[src/sv/ebga_pkg.sv]
// Shared types, constants and helper functions for the eye blink and gaze animator.
// Used by the serial multiplier, the serial divider and the top level.
// No dependencies.
`timescale 1ns / 1ps
`default_nettype none
package ebga_pkg;

  // Configuration port.
  localparam int CfgIdxW  = 8;
  localparam int CfgDataW = 16;

  localparam logic [CfgIdxW-1:0] RegBlinkMs    = 8'd0;
  localparam logic [CfgIdxW-1:0] RegLookMs     = 8'd1;
  localparam logic [CfgIdxW-1:0] RegIdleMinMs  = 8'd2;
  localparam logic [CfgIdxW-1:0] RegIdleRandMs = 8'd3;
  localparam logic [CfgIdxW-1:0] RegLidShut    = 8'd4;
  localparam logic [CfgIdxW-1:0] RegGazeMaxX   = 8'd5;
  localparam logic [CfgIdxW-1:0] RegGazeMaxY   = 8'd6;

  // Register reset values.
  localparam logic [15:0] BlinkMsRst    = 16'd260;
  localparam logic [15:0] LookMsRst     = 16'd220;
  localparam logic [15:0] IdleMinMsRst  = 16'd2200;
  localparam logic [15:0] IdleRandMsRst = 16'd3001;
  localparam logic [15:0] LidShutRst    = 16'd60293;
  localparam logic [6:0]  GazeMaxRst    = 7'd8;

  // Number of expressions; codes at or above it leave the expression unchanged.
  localparam int ExprCount = 16;

  // Highest valid gaze direction code.
  localparam logic [3:0] GazeLast = 4'd8;

  // Serial arithmetic unit widths.
  localparam int MulAW    = 32;
  localparam int MulBW    = 17;
  localparam int MulPW    = MulAW + MulBW;
  localparam int MulCntW  = $clog2(MulBW + 1);
  localparam int DivRemW  = 49;
  localparam int DivBitsW = 32;
  localparam int DivCntW  = $clog2(DivBitsW + 1);

  // Multiplier request: operands latched on start.
  typedef struct packed {
    logic             start;
    logic [MulAW-1:0] a;
    logic [MulBW-1:0] b;
  } mul_req_t;

  // Divider request: partial remainder to start from, numerator bits
  // left aligned, number of quotient bits to develop and the divisor.
  typedef struct packed {
    logic                start;
    logic [DivRemW-1:0]  rem_init;
    logic [DivBitsW-1:0] bits;
    logic [DivCntW-1:0]  iters;
    logic [DivRemW-1:0]  den;
  } div_req_t;

  // Horizontal unit step of a direction: -1, 0 or +1 as {neg, pos}.
  function automatic logic [1:0] unit_x(input logic [3:0] dir);
    logic [1:0] u;
    case (dir)
      4'd3, 4'd5, 4'd7: u = 2'b10;
      4'd4, 4'd6, 4'd8: u = 2'b01;
      default:          u = 2'b00;
    endcase
    return u;
  endfunction

  // Vertical unit step of a direction: -1, 0 or +1 as {neg, pos}.
  function automatic logic [1:0] unit_y(input logic [3:0] dir);
    logic [1:0] u;
    case (dir)
      4'd1, 4'd5, 4'd6: u = 2'b10;
      4'd2, 4'd7, 4'd8: u = 2'b01;
      default:          u = 2'b00;
    endcase
    return u;
  endfunction

  // Target position in Q8.8 for a unit step and a maximum offset.
  function automatic logic signed [15:0] gaze_target(input logic [1:0] u,
                                                     input logic [6:0] max_px);
    logic [15:0] v;
    v = {1'b0, max_px, 8'd0};
    if (u[1]) begin
      return -v;
    end else if (u[0]) begin
      return v;
    end
    return 16'sd0;
  endfunction

  // Q8.8 position to whole pixels, rounded half away from zero.
  function automatic logic [7:0] to_pixel(input logic signed [15:0] p);
    logic        neg;
    logic [16:0] mag;
    logic [16:0] sum;
    neg = p[15];
    mag = neg ? 17'(-{p[15], p}) : {1'b0, p};
    sum = mag + 17'd128;
    return neg ? 8'(-sum[15:8]) : sum[15:8];
  endfunction

endpackage
`default_nettype wire

[src/sv/ebga_mul.sv]
// Bit-serial shift-and-add multiplier, one multiplier bit per cycle.
// Depends on ebga_pkg for widths and the request struct.
`timescale 1ns / 1ps
`default_nettype none
module ebga_mul (
  input  wire logic                     clk_i,
  input  wire logic                     rst_ni,
  input  wire ebga_pkg::mul_req_t       req_i,
  output logic                          done_o,
  output logic [ebga_pkg::MulPW-1:0]    prod_o
);

  logic                          busy_q;
  logic                          done_q;
  logic [ebga_pkg::MulCntW-1:0]  cnt_q;
  logic [ebga_pkg::MulPW-1:0]    a_q;
  logic [ebga_pkg::MulBW-1:0]    b_q;
  logic [ebga_pkg::MulPW-1:0]    acc_q;

  // Control: run for one step per multiplier bit, then pulse done.
  always_ff @(posedge clk_i or negedge rst_ni) begin
    if (!rst_ni) begin
      busy_q <= 1'b0;
      done_q <= 1'b0;
      cnt_q  <= '0;
    end else begin
      done_q <= 1'b0;
      if (req_i.start) begin
        busy_q <= 1'b1;
        cnt_q  <= '0;
      end else if (busy_q) begin
        cnt_q <= cnt_q + 1'b1;
        if (cnt_q == ebga_pkg::MulCntW'(ebga_pkg::MulBW - 1)) begin
          busy_q <= 1'b0;
          done_q <= 1'b1;
        end
      end
    end
  end

  // Datapath: the multiplicand shifts left, the multiplier shifts right.
  always_ff @(posedge clk_i) begin
    if (req_i.start) begin
      a_q   <= {{ebga_pkg::MulBW{1'b0}}, req_i.a};
      b_q   <= req_i.b;
      acc_q <= '0;
    end else if (busy_q) begin
      if (b_q[0]) begin
        acc_q <= acc_q + a_q;
      end
      a_q <= {a_q[ebga_pkg::MulPW-2:0], 1'b0};
      b_q <= {1'b0, b_q[ebga_pkg::MulBW-1:1]};
    end
  end

  assign done_o = done_q;
  assign prod_o = acc_q;

endmodule
`default_nettype wire

[src/sv/ebga_div.sv]
// Restoring bit-serial divider, one quotient bit per cycle.
// Depends on ebga_pkg for widths and the request struct.
`timescale 1ns / 1ps
`default_nettype none
module ebga_div (
  input  wire logic                       clk_i,
  input  wire logic                       rst_ni,
  input  wire ebga_pkg::div_req_t         req_i,
  output logic                            done_o,
  output logic [ebga_pkg::DivBitsW-1:0]   quo_o,
  output logic [ebga_pkg::DivRemW-1:0]    rem_o
);

  logic                           busy_q;
  logic                           done_q;
  logic [ebga_pkg::DivCntW-1:0]   cnt_q;
  logic [ebga_pkg::DivRemW-1:0]   rem_q;
  logic [ebga_pkg::DivBitsW-1:0]  bits_q;
  logic [ebga_pkg::DivBitsW-1:0]  quo_q;
  logic [ebga_pkg::DivRemW-1:0]   den_q;
  logic [ebga_pkg::DivRemW:0]     trial;
  logic                           fits;

  // One step: bring down the next numerator bit and try a subtraction.
  assign trial = {rem_q, bits_q[ebga_pkg::DivBitsW-1]};
  assign fits  = trial >= {1'b0, den_q};

  // Control: count down the requested number of quotient bits.
  always_ff @(posedge clk_i or negedge rst_ni) begin
    if (!rst_ni) begin
      busy_q <= 1'b0;
      done_q <= 1'b0;
      cnt_q  <= '0;
    end else begin
      done_q <= 1'b0;
      if (req_i.start) begin
        busy_q <= 1'b1;
        cnt_q  <= req_i.iters;
      end else if (busy_q) begin
        cnt_q <= cnt_q - 1'b1;
        if (cnt_q == ebga_pkg::DivCntW'(1)) begin
          busy_q <= 1'b0;
          done_q <= 1'b1;
        end
      end
    end
  end

  // Datapath: remainder, numerator shift line and quotient shift line.
  always_ff @(posedge clk_i) begin
    if (req_i.start) begin
      rem_q  <= req_i.rem_init;
      bits_q <= req_i.bits;
      quo_q  <= '0;
      den_q  <= req_i.den;
    end else if (busy_q) begin
      rem_q  <= fits ? ebga_pkg::DivRemW'(trial - {1'b0, den_q})
                     : trial[ebga_pkg::DivRemW-1:0];
      bits_q <= {bits_q[ebga_pkg::DivBitsW-2:0], 1'b0};
      quo_q  <= {quo_q[ebga_pkg::DivBitsW-2:0], fits};
    end
  end

  assign done_o = done_q;
  assign quo_o  = quo_q;
  assign rem_o  = rem_q;

endmodule
`default_nettype wire

[src/sv/eye_blink_gaze_animator_unit.sv]
// Eye blink and gaze animator: one result transaction per frame transaction.
// Each frame carries the time in ms, the wanted expression and gaze direction,
// a blink request and a random word. The result gives the lid openness (Q1.15),
// the shown expression, the pupil offsets in pixels and the blinking flag.
// Configuration registers are written through cfg_we_i / cfg_idx_i /
// cfg_data_i; the user must write them only while the block is idle, which
// the block itself does not enforce; unknown indexes are ignored.
// One frame is processed at a time. The work runs on one bit-serial
// multiplier (17 shift steps per product) and one bit-serial divider (one
// quotient bit per cycle), used in turn. A frame's work ranges from the idle
// modulus and the two pupil products (no blink in progress, no easing; no
// modulus when idle_rand_ms is zero) up to the idle modulus, lid and ease
// divisions and seven products. The next frame can be accepted in the same
// cycle as the result is offered. The result sits in an output register; the
// next frame is accepted while it waits. If the receiver stalls, the following
// frame completes its work and then holds until the output register frees up.
// Reset restores the configuration registers to their documented values,
// clears the animation state and leaves no result pending.
// Depends on ebga_pkg, ebga_mul and ebga_div.
`timescale 1ns / 1ps
`default_nettype none
module eye_blink_gaze_animator_unit (
  input  wire logic                         clk_i,
  input  wire logic                         rst_ni,
  // Configuration writes.
  input  wire logic                         cfg_we_i,
  input  wire logic [ebga_pkg::CfgIdxW-1:0] cfg_idx_i,
  input  wire logic [ebga_pkg::CfgDataW-1:0] cfg_data_i,
  // Frame input.
  input  wire logic                         in_valid_i,
  output logic                              in_ready_o,
  input  wire logic [31:0]                  now_ms_i,
  input  wire logic [3:0]                   target_expr_i,
  input  wire logic [3:0]                   target_gaze_i,
  input  wire logic                         blink_request_i,
  input  wire logic [31:0]                  random_word_i,
  // Result output.
  output logic                              out_valid_o,
  input  wire logic                         out_ready_i,
  output logic [15:0]                       lid_open_o,
  output logic [3:0]                        shown_expression_o,
  output logic signed [7:0]                 pupil_x_o,
  output logic signed [7:0]                 pupil_y_o,
  output logic                              blinking_o
);

  // Sequencer states.
  localparam logic [3:0] SIdle  = 4'd0;
  localparam logic [3:0] SMod   = 4'd1;
  localparam logic [3:0] SBlink = 4'd2;
  localparam logic [3:0] SLMul  = 4'd3;
  localparam logic [3:0] SLDiv  = 4'd4;
  localparam logic [3:0] SRSq   = 4'd5;
  localparam logic [3:0] SRCu   = 4'd6;
  localparam logic [3:0] SLSq   = 4'd7;
  localparam logic [3:0] SLCu   = 4'd8;
  localparam logic [3:0] SEDiv  = 4'd9;
  localparam logic [3:0] SXMul  = 4'd10;
  localparam logic [3:0] SYMul  = 4'd11;
  localparam logic [3:0] SOut   = 4'd12;

  // Configuration registers.
  logic [15:0] blink_ms_q, look_ms_q, idle_min_q, idle_rand_q, lid_shut_q;
  logic [6:0]  gaze_max_x_q, gaze_max_y_q;

  // Animation state.
  logic               has_started_q, blink_active_q, swap_done_q;
  logic [31:0]        blink_start_q, next_idle_q, ease_start_q;
  logic [3:0]         cur_expr_q, cur_dir_q;
  logic signed [15:0] from_x_q, from_y_q, to_x_q, to_y_q, pos_x_q, pos_y_q;

  // Sequencer and work registers.
  logic [3:0]  state_q;
  logic        run_q;
  logic [31:0] now_q, rnd_q;
  logic [3:0]  expr_q, gaze_q;
  logic        req_q;
  logic [15:0] extra_q;
  logic [15:0] x_q, r_q, lid_q;
  logic        ease_run_q;
  logic [31:0] sq_q;
  logic [47:0] prod_q, r3_q, l3_q;
  logic [16:0] e_q;

  // Output register.
  logic        out_valid_q;
  logic [15:0] lid_out_q;
  logic [3:0]  expr_out_q;
  logic [7:0]  px_q, py_q;
  logic        blinking_out_q;

  // Serial units.
  ebga_pkg::mul_req_t            mul_req;
  ebga_pkg::div_req_t            div_req;
  logic                          mul_done, div_done;
  logic [ebga_pkg::MulPW-1:0]    mul_prod;
  logic [ebga_pkg::DivBitsW-1:0] div_quo;
  logic [ebga_pkg::DivRemW-1:0]  div_rem;

  ebga_mul u_mul (
    .clk_i  (clk_i),
    .rst_ni (rst_ni),
    .req_i  (mul_req),
    .done_o (mul_done),
    .prod_o (mul_prod)
  );

  ebga_div u_div (
    .clk_i  (clk_i),
    .rst_ni (rst_ni),
    .req_i  (div_req),
    .done_o (div_done),
    .quo_o  (div_quo),
    .rem_o  (div_rem)
  );

  // Frame-level blink and gaze decisions, evaluated in the blink step.
  logic [3:0]         expr_eff;
  logic [16:0]        delay;
  logic [31:0]        fresh_idle, nit, due_diff, bst_n, d, dt, est_n;
  logic               due, start_blink, active_n, swap_n, blink_end, mid, lid_need;
  logic [15:0]        x_n;
  logic               dir_change, ease_run;
  logic signed [15:0] from_x_n, from_y_n;

  always_comb begin
    expr_eff    = (32'(expr_q) >= 32'(ebga_pkg::ExprCount)) ? cur_expr_q : expr_q;
    delay       = {1'b0, idle_min_q} + {1'b0, extra_q};
    fresh_idle  = now_q + {15'd0, delay};
    nit         = has_started_q ? next_idle_q : fresh_idle;
    due_diff    = now_q - nit;
    due         = !due_diff[31];
    start_blink = !blink_active_q && ((expr_eff != cur_expr_q) || req_q || due);
    active_n    = blink_active_q || start_blink;
    swap_n      = start_blink ? 1'b0 : swap_done_q;
    bst_n       = start_blink ? now_q : blink_start_q;
    d           = now_q - bst_n;
    blink_end   = active_n && (d >= {16'd0, blink_ms_q});
    mid         = {d[15:0], 1'b0} >= {1'b0, blink_ms_q};
    lid_need    = active_n && !blink_end;
    x_n         = mid ? (blink_ms_q - d[15:0]) : d[15:0];
    dir_change  = (gaze_q <= ebga_pkg::GazeLast) && (gaze_q != cur_dir_q);
    est_n       = dir_change ? now_q : ease_start_q;
    dt          = now_q - est_n;
    ease_run    = dt < {16'd0, look_ms_q};
    from_x_n    = dir_change ? pos_x_q : from_x_q;
    from_y_n    = dir_change ? pos_y_q : from_y_q;
  end

  // Per-axis easing: difference magnitude and signed correction.
  logic signed [16:0] diff_x, diff_y;
  logic [16:0]        mag_x, mag_y;
  logic [33:0]        round_p;
  logic [15:0]        step_mag;

  assign diff_x   = 17'(to_x_q) - 17'(from_x_q);
  assign diff_y   = 17'(to_y_q) - 17'(from_y_q);
  assign mag_x    = diff_x[16] ? 17'(-diff_x) : diff_x;
  assign mag_y    = diff_y[16] ? 17'(-diff_y) : diff_y;
  assign round_p  = mul_prod[33:0] + 34'd32768;
  assign step_mag = round_p[31:16];

  // Rounded quotients of the lid and ease divisions.
  logic        lid_up, ease_up;
  logic [16:0] lid_q17, ease_q17;

  assign lid_up   = {div_rem[15:0], 1'b0} >= {1'b0, blink_ms_q};
  assign ease_up  = {div_rem[47:0], 1'b0} >= {1'b0, l3_q};
  assign lid_q17  = div_quo[16:0] + {16'd0, lid_up};
  assign ease_q17 = div_quo[16:0] + {16'd0, ease_up};

  // Operand selection for the shared multiplier.
  logic mul_state;
  always_comb begin
    mul_state = 1'b1;
    mul_req.a = '0;
    mul_req.b = '0;
    case (state_q)
      SLMul: begin
        mul_req.a = {16'd0, lid_shut_q};
        mul_req.b = {1'b0, x_q};
      end
      SRSq: begin
        mul_req.a = {16'd0, r_q};
        mul_req.b = {1'b0, r_q};
      end
      SRCu: begin
        mul_req.a = sq_q;
        mul_req.b = {1'b0, r_q};
      end
      SLSq: begin
        mul_req.a = {16'd0, look_ms_q};
        mul_req.b = {1'b0, look_ms_q};
      end
      SLCu: begin
        mul_req.a = sq_q;
        mul_req.b = {1'b0, look_ms_q};
      end
      SXMul: begin
        mul_req.a = {15'd0, mag_x};
        mul_req.b = e_q;
      end
      SYMul: begin
        mul_req.a = {15'd0, mag_y};
        mul_req.b = e_q;
      end
      default: mul_state = 1'b0;
    endcase
    mul_req.start = mul_state && !run_q;
  end

  // Operand selection for the shared divider.
  logic div_state;
  always_comb begin
    div_state        = 1'b1;
    div_req.rem_init = '0;
    div_req.bits     = '0;
    div_req.iters    = '0;
    div_req.den      = '0;
    case (state_q)
      SMod: begin
        div_req.bits  = rnd_q;
        div_req.iters = ebga_pkg::DivCntW'(32);
        div_req.den   = {33'd0, idle_rand_q};
        div_state     = (idle_rand_q != 16'd0);
      end
      SLDiv: begin
        div_req.rem_init = {34'd0, prod_q[31:17]};
        div_req.bits     = {prod_q[16:0], 15'd0};
        div_req.iters    = ebga_pkg::DivCntW'(17);
        div_req.den      = {33'd0, blink_ms_q};
      end
      SEDiv: begin
        div_req.rem_init = {2'd0, r3_q[47:1]};
        div_req.bits     = {r3_q[0], 31'd0};
        div_req.iters    = ebga_pkg::DivCntW'(17);
        div_req.den      = {1'b0, l3_q};
      end
      default: div_state = 1'b0;
    endcase
    div_req.start = div_state && !run_q;
  end

  // Configuration register writes.
  always_ff @(posedge clk_i or negedge rst_ni) begin
    if (!rst_ni) begin
      blink_ms_q   <= ebga_pkg::BlinkMsRst;
      look_ms_q    <= ebga_pkg::LookMsRst;
      idle_min_q   <= ebga_pkg::IdleMinMsRst;
      idle_rand_q  <= ebga_pkg::IdleRandMsRst;
      lid_shut_q   <= ebga_pkg::LidShutRst;
      gaze_max_x_q <= ebga_pkg::GazeMaxRst;
      gaze_max_y_q <= ebga_pkg::GazeMaxRst;
    end else if (cfg_we_i) begin
      case (cfg_idx_i)
        ebga_pkg::RegBlinkMs:    blink_ms_q   <= cfg_data_i;
        ebga_pkg::RegLookMs:     look_ms_q    <= cfg_data_i;
        ebga_pkg::RegIdleMinMs:  idle_min_q   <= cfg_data_i;
        ebga_pkg::RegIdleRandMs: idle_rand_q  <= cfg_data_i;
        ebga_pkg::RegLidShut:    lid_shut_q   <= cfg_data_i;
        ebga_pkg::RegGazeMaxX:   gaze_max_x_q <= cfg_data_i[6:0];
        ebga_pkg::RegGazeMaxY:   gaze_max_y_q <= cfg_data_i[6:0];
        default: ;
      endcase
    end
  end

  // Sequencer and animation state.
  always_ff @(posedge clk_i or negedge rst_ni) begin
    if (!rst_ni) begin
      state_q        <= SIdle;
      run_q          <= 1'b0;
      out_valid_q    <= 1'b0;
      has_started_q  <= 1'b0;
      blink_active_q <= 1'b0;
      swap_done_q    <= 1'b0;
      blink_start_q  <= '0;
      next_idle_q    <= '0;
      ease_start_q   <= '0;
      cur_expr_q     <= '0;
      cur_dir_q      <= '0;
      from_x_q       <= '0;
      from_y_q       <= '0;
      to_x_q         <= '0;
      to_y_q         <= '0;
      pos_x_q        <= '0;
      pos_y_q        <= '0;
    end else begin
      // A result taken while no new one is loaded frees the output register.
      if (out_valid_q && out_ready_i && (state_q != SOut)) begin
        out_valid_q <= 1'b0;
      end
      case (state_q)
        SIdle: begin
          if (in_valid_i) begin
            state_q <= SMod;
          end
        end
        SMod: begin
          if (idle_rand_q == 16'd0) begin
            state_q <= SBlink;
          end else if (!run_q) begin
            run_q <= 1'b1;
          end else if (div_done) begin
            run_q   <= 1'b0;
            state_q <= SBlink;
          end
        end
        SBlink: begin
          has_started_q  <= 1'b1;
          blink_start_q  <= bst_n;
          next_idle_q    <= blink_end ? fresh_idle : nit;
          blink_active_q <= lid_need;
          swap_done_q    <= swap_n || (lid_need && mid);
          if ((blink_end && !swap_n) || (lid_need && mid && !swap_n)) begin
            cur_expr_q <= expr_eff;
          end
          if (dir_change) begin
            cur_dir_q    <= gaze_q;
            from_x_q     <= from_x_n;
            from_y_q     <= from_y_n;
            to_x_q       <= ebga_pkg::gaze_target(ebga_pkg::unit_x(gaze_q), gaze_max_x_q);
            to_y_q       <= ebga_pkg::gaze_target(ebga_pkg::unit_y(gaze_q), gaze_max_y_q);
            ease_start_q <= now_q;
          end
          if (lid_need) begin
            state_q <= SLMul;
          end else if (ease_run) begin
            state_q <= SRSq;
          end else begin
            state_q <= SXMul;
          end
        end
        SLMul, SRSq, SRCu, SLSq, SLCu: begin
          if (!run_q) begin
            run_q <= 1'b1;
          end else if (mul_done) begin
            run_q   <= 1'b0;
            state_q <= state_q + 4'd1;
          end
        end
        SLDiv: begin
          if (!run_q) begin
            run_q <= 1'b1;
          end else if (div_done) begin
            run_q   <= 1'b0;
            state_q <= ease_run_q ? SRSq : SXMul;
          end
        end
        SEDiv: begin
          if (!run_q) begin
            run_q <= 1'b1;
          end else if (div_done) begin
            run_q   <= 1'b0;
            state_q <= SXMul;
          end
        end
        SXMul: begin
          if (!run_q) begin
            run_q <= 1'b1;
          end else if (mul_done) begin
            run_q   <= 1'b0;
            pos_x_q <= from_x_q + (diff_x[16] ? -step_mag : step_mag);
            state_q <= SYMul;
          end
        end
        SYMul: begin
          if (!run_q) begin
            run_q <= 1'b1;
          end else if (mul_done) begin
            run_q   <= 1'b0;
            pos_y_q <= from_y_q + (diff_y[16] ? -step_mag : step_mag);
            state_q <= SOut;
          end
        end
        SOut: begin
          if (!out_valid_q || out_ready_i) begin
            out_valid_q <= 1'b1;
            state_q     <= SIdle;
          end
        end
        default: state_q <= SIdle;
      endcase
    end
  end

  // Work registers and the output payload.
  always_ff @(posedge clk_i) begin
    case (state_q)
      SIdle: begin
        if (in_valid_i) begin
          now_q   <= now_ms_i;
          expr_q  <= target_expr_i;
          gaze_q  <= target_gaze_i;
          req_q   <= blink_request_i;
          rnd_q   <= random_word_i;
          extra_q <= '0;
        end
      end
      SMod: begin
        if (div_done) begin
          extra_q <= div_rem[15:0];
        end
      end
      SBlink: begin
        x_q        <= x_n;
        r_q        <= look_ms_q - dt[15:0];
        ease_run_q <= ease_run;
        lid_q      <= 16'd32768;
        e_q        <= 17'h10000;
      end
      SLMul: begin
        if (mul_done) prod_q <= mul_prod[47:0];
      end
      SLDiv: begin
        if (div_done) lid_q <= 16'(17'h08000 - lid_q17);
      end
      SRSq, SLSq: begin
        if (mul_done) sq_q <= mul_prod[31:0];
      end
      SRCu: begin
        if (mul_done) r3_q <= mul_prod[47:0];
      end
      SLCu: begin
        if (mul_done) l3_q <= mul_prod[47:0];
      end
      SEDiv: begin
        if (div_done) e_q <= 17'h10000 - ease_q17;
      end
      SOut: begin
        if (!out_valid_q || out_ready_i) begin
          lid_out_q      <= lid_q;
          expr_out_q     <= cur_expr_q;
          px_q           <= ebga_pkg::to_pixel(pos_x_q);
          py_q           <= ebga_pkg::to_pixel(pos_y_q);
          blinking_out_q <= blink_active_q;
        end
      end
      default: ;
    endcase
  end

  assign in_ready_o         = (state_q == SIdle);
  assign out_valid_o        = out_valid_q;
  assign lid_open_o         = lid_out_q;
  assign shown_expression_o = expr_out_q;
  assign pupil_x_o          = px_q;
  assign pupil_y_o          = py_q;
  assign blinking_o         = blinking_out_q;

endmodule
`default_nettype wire

[config.mk]
export PLATFORM = sky130hd
export DESIGN_NAME = eye_blink_gaze_animator_unit
export DESIGN_NICKNAME = d
export VERILOG_FILES = /design/src/sv/ebga_pkg.sv /design/src/sv/ebga_mul.sv /design/src/sv/ebga_div.sv /design/src/sv/eye_blink_gaze_animator_unit.sv
export SDC_FILE = /design/constraint.sdc
export NUM_CORES = 2
export LEC_CHECK = 0
export ABC_CLOCK_PERIOD_IN_PS = 11900
export BUFFER_PORTS_ARGS = -buffer_cell sky130_fd_sc_hd__buf_4
export CAP_MARGIN = 20
export CORE_ASPECT_RATIO = 0.6
export CORE_MARGIN = 2
export CORE_UTILIZATION = 56
export CTS_BUF_LIST = sky130_fd_sc_hd__clkbuf_8 sky130_fd_sc_hd__clkbuf_16
export CTS_CLUSTER_DIAMETER = 40
export CTS_CLUSTER_SIZE = 40
export DETAILED_ROUTE_END_ITERATION = 12
export PLACE_DENSITY_LB_ADDON = 0.05
export SETUP_SLACK_MARGIN = 0.4
export SYNTH_ARGS = -nofsm -noshare
export SYNTH_HDL_FRONTEND = slang
export SYNTH_SLANG_ARGS = --single-unit
[constraint.sdc]
create_clock -name clk_i -period 11.9 [get_ports clk_i]
set_clock_uncertainty 0.15 [all_clocks]
set_input_delay 2.38 -clock clk_i [delete_from_list [all_inputs] [get_ports clk_i]]
set_output_delay 2.38 -clock clk_i [all_outputs]
set_load 0.01 [all_outputs]
**Word level (Yosys, flattened, before mapping)**

Cells that the tools add are included.
W data, S select, Z words.

- Input port bits: 102
- Output and inout bits: 39
- Logic and storage cells: 307
- Register bits: 932

- $add $sub $neg: 32
- Reduce and logical (&&, ||, !) cells: 64
- Eq/ne operators: 47
- $lt $le $gt $ge: 7
- Mux-type cells: 99

Operators by type and width:

| kind | number |
|---|---|
| $pmux W49 S7 | 1 |
| $pmux W87 S3 | 1 |
| $mux W32 | 8 |
| $mux W16 | 14 |
| $mux W49 | 3 |
| $sub A32 B32 Y32 | 3 |
| $pmux W47 S2 | 1 |
| $mux W17 | 5 |
| $mux W4 | 18 |
| $pmux W16 S2 | 2 |
| $ge A50 B49 Y1 | 1 |
| $add A49 B49 Y49 | 1 |
| $ge A49 B48 Y1 | 1 |
| $sub A49 B49 Y49 | 1 |
| $neg A16 Y16 | 3 |
| $reduce_and A2 Y1 | 19 |
| $pmux W4 S9 | 1 |
| $ge A17 B16 Y1 | 2 |
| $neg A17 Y17 | 2 |
| $pmux W17 S2 | 1 |
| $sub A16 B16 Y17 | 2 |
| $add A16 B16 Y16 | 2 |
| $add A16 B8 Y16 const B | 2 |
| $add A32 B16 Y32 const B | 1 |
| other kinds (53) | 154 |

**Depth between registers and ports, before layout**

- Depth after elaboration: 17
- Gate-level depth with buffers: 49
- Depth with buffers taken out: 46

**Cells and area by module**

A second synthesis with hierarchy kept.

- Cells, all modules: 5913
- Area, all modules: 58746.3 um^2

Modules (own cells, without submodules):

| module | seq. area each (um^2) | times used | cells an instance | area an instance (um^2) |
|---|---|---|---|---|
| eye_blink_gaze_animator_unit | 17789.6 | 1 | 4140 | 41364.7 |
| ebga_div | 4744.6 | 1 | 1014 | 10177.3 |
| ebga_mul | 2967.8 | 1 | 759 | 7204.4 |

**Least setup slack after synthesis**

Ideal clock, no wire load.

- Path type: register to register
- Start point: register now_q[1]
- End point: register next_idle_q[10]
- Library setup time: 0.125 ns
- Stages on the path, launching flop included: 47
- Arrival time: 9.403 ns
- Path slack: 2.222 ns
- Clock period less this slack: 9.678 ns
- Cell sequence: edfxtp_1 -> inv_1 -> fa_1 -> inv_1 -> ha_1 -> fa_1 -> a21oi_1 -> nor3_1 -> o21ai_0 -> nand3_1 -> a31oi_1 -> nand2b_1 -> nor2_1 -> xor2_1 -> mux2i_1 -> ha_1 -> a211oi_1 -> nand2_1 -> [11 not listed] -> a31oi_1 -> or2_2 -> and2_1 -> o21ai_0 -> nand2b_1 -> xor2_1 -> ha_1 -> o211ai_1 -> nand2_1 -> o21ai_0 -> o2111ai_1 -> or4_1 -> nor4_1 -> nand4_1 -> o21ai_2 -> a21oi_2 -> buf_6 -> mux2_4

- Word-level cells in the longest chain between the ends: 11
- Elaborated cells on any way between the ends: 12

Ends and longest elaborated chain:

| item | RTL line | RTL |
|---|---|---|
| start, declared | eye_blink_gaze_animator_unit.sv:75 | `logic [31:0] now_q, rnd_q;` |
| start signal, assigned | eye_blink_gaze_animator_unit.sv:392 | `now_q <= now_ms_i;` |
| $add A32 B17 Y32 | eye_blink_gaze_animator_unit.sv:129 | `fresh_idle = now_q + {15'd0, delay};` |
| $mux W32 | eye_blink_gaze_animator_unit.sv:130 | `nit = has_started_q ? next_idle_q : fresh_idle;` |
| $sub A32 B32 Y32 | eye_blink_gaze_animator_unit.sv:131 | `due_diff = now_q - nit;` |
| $logic_not A1 Y1 | eye_blink_gaze_animator_unit.sv:132 | `due = !due_diff[31];` |
| $logic_or A1 B1 Y1 | eye_blink_gaze_animator_unit.sv:133 | `start_blink = !blink_active_q && ((expr_eff != cur_expr_q) \|\| req_q \|\| due);` |
| $logic_and A1 B1 Y1 | eye_blink_gaze_animator_unit.sv:133 |  |
| $mux W32 | eye_blink_gaze_animator_unit.sv:136 | `bst_n = start_blink ? now_q : blink_start_q;` |
| $sub A32 B32 Y32 | eye_blink_gaze_animator_unit.sv:137 | `d = now_q - bst_n;` |
| $ge A32 B16 Y1 | eye_blink_gaze_animator_unit.sv:138 | `blink_end = active_n && (d >= {16'd0, blink_ms_q});` |
| $logic_and A1 B1 Y1 | eye_blink_gaze_animator_unit.sv:138 |  |
| $mux W32 (*) | eye_blink_gaze_animator_unit.sv:312 | `next_idle_q <= blink_end ? fresh_idle : nit;` |
| end signal, assigned | eye_blink_gaze_animator_unit.sv:312 |  |
| end, declared | eye_blink_gaze_animator_unit.sv:68 | `logic [31:0] blink_start_q, next_idle_q, ease_start_q;` |

Every way passes the cells marked *; elsewhere a longest branch is shown, timed or not.
A chain may end at the register's enable or synchronous reset.

**Final worst setup path**

- Start point: register now_q[6]
- End point: register next_idle_q[10]

The elaborated chain is that of the path after synthesis.

==> key figures <==
Detailed routing
  • 1st-iter DRT viols: 5657
  • DR pass1 iterations: 10
  • Routed vias: between 40000 and 50000
  • Routed Antenna Nets: 0
  • Drt wl/cell: 23.9 um
  • DR vias/cell: 6.16
  • Number of remaining DRC errors: 0
  • Final WL: 171000 um

Power and ir drop
  • Leakage power: 26.8 nW
  • Net Switching: 0.00910 W
  • Pint: 0.0108 W
  • Reg power frac: 27.6%
  • Comb pwr share: 53.8%
  • Worst ir drop on vdd: between 150 and 200 uV
  • Pwr Density: between 300 and 400 nW/um^2
  • Clk pwr share: 18.6%
  • Switching Share: 45.8%

Worst setup path
  • Worst Path Class, Setup: flip-flop to flip-flop
  • FF-to-FF path depth: 41
  • CP max stage delay: 0.61 ns
  • R2r startpoint: now_q[6]
  • WP data required: ~12 ns
  • Crit path buffers/inverters: 1
  • Crit path max-delay family: compound AO/OA/AOI/OAI gates
  • WP data arrival: 11.46 ns
  • R2r endpoint: next_idle_q[10]
  • Crit. End Element: flip-flop
  • Worst Path Max Fanout: 25
  • Critical Path Source Type: flip-flop
  • R2R Setup Slk: 0.89 ns
  • Critical Path Slowest Stage Cell: o21ai_0

Run
  • Max-Cap Viols: 0

Synthesis
  • Cells after Synth: 5613
  • Post-synth top area share: between 20 and 30%
  • EDFF count, synth: between 500 and 600
  • Most common cell in the netlist: nand2_1
  • Register area share after synthesis: 45.3%
  • Ys Warns: 0
  • Synth top area cells: edfxtp_1, dfrtp_1, ha_1
  • Library cells used by synthesis: 96
  • #FFs+latches synth: 913
  • Syn Area/Cell: 9.87 um^2
  • Post-synth top cells: nand2_1, edfxtp_1, nor2_1, ha_1, o21ai_0
  • Largest area contributor in the synthesized netlist: edfxtp_1
  • Post-synth net total: 6167
  • Primary FF master, synth: edfxtp_1
  • Async S/R FF share, synth: ~33%
  • Post-Syn Area: around 55000 um^2

Clock tree
  • Clk buf depth: 3
  • Worst-Skew Late Latency: 0.75 ns
  • CTS HTree Levels: 3
  • Clock sinks: 913
  • Clock transition at the registers of the reported paths: 0.07 ns
  • Clock Tree Root: clkbuf_16
  • CTS tree: yes
  • Num CTS Buffers: 114

STA
  • Slew margin rel.: 18.1%
  • Minimum clock period: 11.01 ns
  • Fin Setup TNS: 0 ns
  • Worst-margin pin slew: 1.22 ns
  • Max-slew violations: 0
  • Tcrit/Tclk final: a little over 90%
  • Achievable Freq: between 0.09 and 0.1 GHz
  • Hold WS: 0.277 ns
  • Setup violators final: 0
  • Final Hold Vio Count: 0
  • RSZ-0062 raised after global routing: no

Min path
  • Hold Path Origin: lid_q[12]
  • Hold path depth: 0
  • Hold WC Path Type: flip-flop to flip-flop
  • Worst Hold Endpoint: lid_open_o[12]

GRT
  • Remaining global-route overflow: 0
  • Largest net degree at the start of global routing: 89
  • Total GRT Usage: 33.2%
  • Initial antenna violation count: 7
  • First-pass GRT wire length: between 200000 and 300000 um
  • Vias in the first global route: 40379

Placement
  • RD Place Congestion: 0.950
  • Port bufs: 140
  • Hpwl dp: 125000 um

Die
  • I/O pin total: 141
  • Core ar.: roughly 98000 um^2
  • Die Height: 248 um
  • Die Area: 102000 um^2
  • Standard-cell rows: 89
  • Initial core utilization: ~56%
  • Die W: about 400 um

Finish
  • Syn-to-layout area delta: 12.2%
  • Nets@finish: 6271
  • Proportion of layout cells with a drive suffix above 1: 10.9%
  • # fillers: 8123

Run status
  • Run status: completed
[cells in the final DEF (no fill, tap or decap), types with 25 or more instances in the layout]
master / Yosys / routed
mux2i_1: 131 / 131
nor2b_1: 44 / 43
o31ai_1: 27 / 27
nor3_1: 86 / 82
inv_1: 324 / 328
o21bai_1: 40 / 40
a21o_1: 132 / 132
dfxtp_1: 81 / 81
mux2_2: 80 / 80
a222oi_1: 33 / 33
or3_1: 34 / 34
nor2_1: 438 / 435
a211oi_1: 44 / 42
xor2_1: 155 / 153
edfxtp_1: 530 / 530
ha_1: 427 / 427
o21a_1: 56 / 56
nand4_1: 54 / 54
nand2_1: 671 / 668
a21oi_1: 358 / 355
o21ai_0: 403 / 402
dfstp_2: 30 / 30
fa_1: 25 / 25
clkbuf_16: 0 / 117
nand3_1: 109 / 108
dfrtp_1: 272 / 271
o211ai_1: 34 / 34
and2_1: 28 / 27
xnor2_1: 214 / 213
nand2b_1: 48 / 45
a22oi_1: 38 / 38
and3_1: 58 / 55
buf_4: 0 / 208
a31oi_1: 57 / 56
[metal layers]
layer | wire [um] | global-route usage (%)
met3 | 21400 | 10.2
met2 | 63500 | 42.3
met1 | 82800 | 54.1
met4 | 2920 | 6.00
met5 | 0 | 0
[metrics by stage]
| step | power (W) | utilization [%] | worst slack, ns | instance area (um^2) | std cells |
|---|---|---|---|---|---|
| after detailed placement | 0.0159 | 58.9 | 0.0279 | 57900 | 6907 |
| final | 0.0199 | 63.3 | 0.887 | 62200 | 7138 |
| after CTS | 0.0197 | 63.1 | 0.412 | 62000 | 7124 |
| after floorplan | 0.0129 | - | 2.22 | 55400 | 5613 |
| after global placement | 0.0158 | 58.9 | 0.181 | 57900 | 6906 |
| after global routing | 0.0212 | 63.3 | 0.386 | 62200 | 7137 |
[flip-flops by register name (all words and copies together) (netlist names), 17 cells and up]
name and cells:
ease_start_q 32, e_q 17, u_div.bits_q 32, u_mul.a_q 48, u_div.rem_o 49, u_mul.b_q 17, r3_q 48, u_div.den_q 48
u_div.quo_o 17, sq_q 32, now_q 32, rnd_q 32, u_mul.prod_o 48, next_idle_q 32, blink_start_q 32, prod_q 32
l3_q 48
[worst max-delay path by stage]
| stage | start | end | slack [ns] | depth (start not counted) |
|---|---|---|---|---|
| after floorplan | now_q[1] | next_idle_q[10] | 2.22 | 46 |
| after global placement | now_q[1] | next_idle_q[9] | 0.18 | 46 |
| after detailed placement | now_q[1] | next_idle_q[20] | 0.03 | 44 |
| after CTS | now_q[1] | next_idle_q[10] | 0.41 | 46 |
| after global routing | now_q[2] | next_idle_q[28] | 0.39 | 45 |
| final | now_q[6] | next_idle_q[10] | 0.89 | 41 |
[area by class of cell]
class,count,area (um^2),area share (%)
Sequential cell,913,25100,40.4
Tap cell,1319,1650,2.65
Clock buffer,120,2970,4.77
Inverter,324,1220,1.96
Multi-Input combinational cell,4149,28400,45.7
Clock inverter,97,1110,1.79
Antenna cell,1,2.50,0.00402
Timing Repair Buffer,215,1690,2.71
[power by group through the flow]
stage | clock [W] | combinational [W] | sequential, W
2_1_floorplan | 0 | 0.00786 | 0.00499
3_3_place_gp | 0 | 0.0103 | 0.00548
3_5_place_dp | 0 | 0.0104 | 0.00549
4_1_cts | 0.00373 | 0.0105 | 0.00544
5_1_grt | 0.00386 | 0.0118 | 0.00556
6_report | 0.00369 | 0.0107 | 0.00550
[cells by family after synthesis]
| logic type | count (synthesis) | synth area share [%] |
|---|---|---|
| multiplexers | 232 | 4.56 |
| AO/OA/AOI/OAI | 1407 | 16.0 |
| XOR/XNOR | 369 | 5.83 |
| buffers and inverters | 552 | 3.80 |
| flip-flops | 913 | 45.3 |
| adder cells (fa/ha/maj) | 454 | 10.6 |
| AND/OR/NAND/NOR | 1686 | 13.9 |
[timing repair]
| action | in CTS | in global routing |
|---|---|---|
| gates resized for setup | 6 | 17 |
| hold buffers | 0 | 0 |
| buffers inserted | 0 | 9 |
| setup endpoints to repair | 36 | 42 |
| hold endpoints to repair | 0 | 0 |
| cloned | 0 | 1 |
| pin swaps | 0 | 4 |
[worst reg2reg max path, delay by kind of cell (launching register included)]
family          cells  cell delay, ns
mux                 3            0.70
compound gates     17            3.99
flops               1            0.56
xor+xnor            2            0.38
simple gates       13            3.08
buf+inv             1            0.28
fa+ha+maj           5            1.73
(Power assumes the default switching activity.)
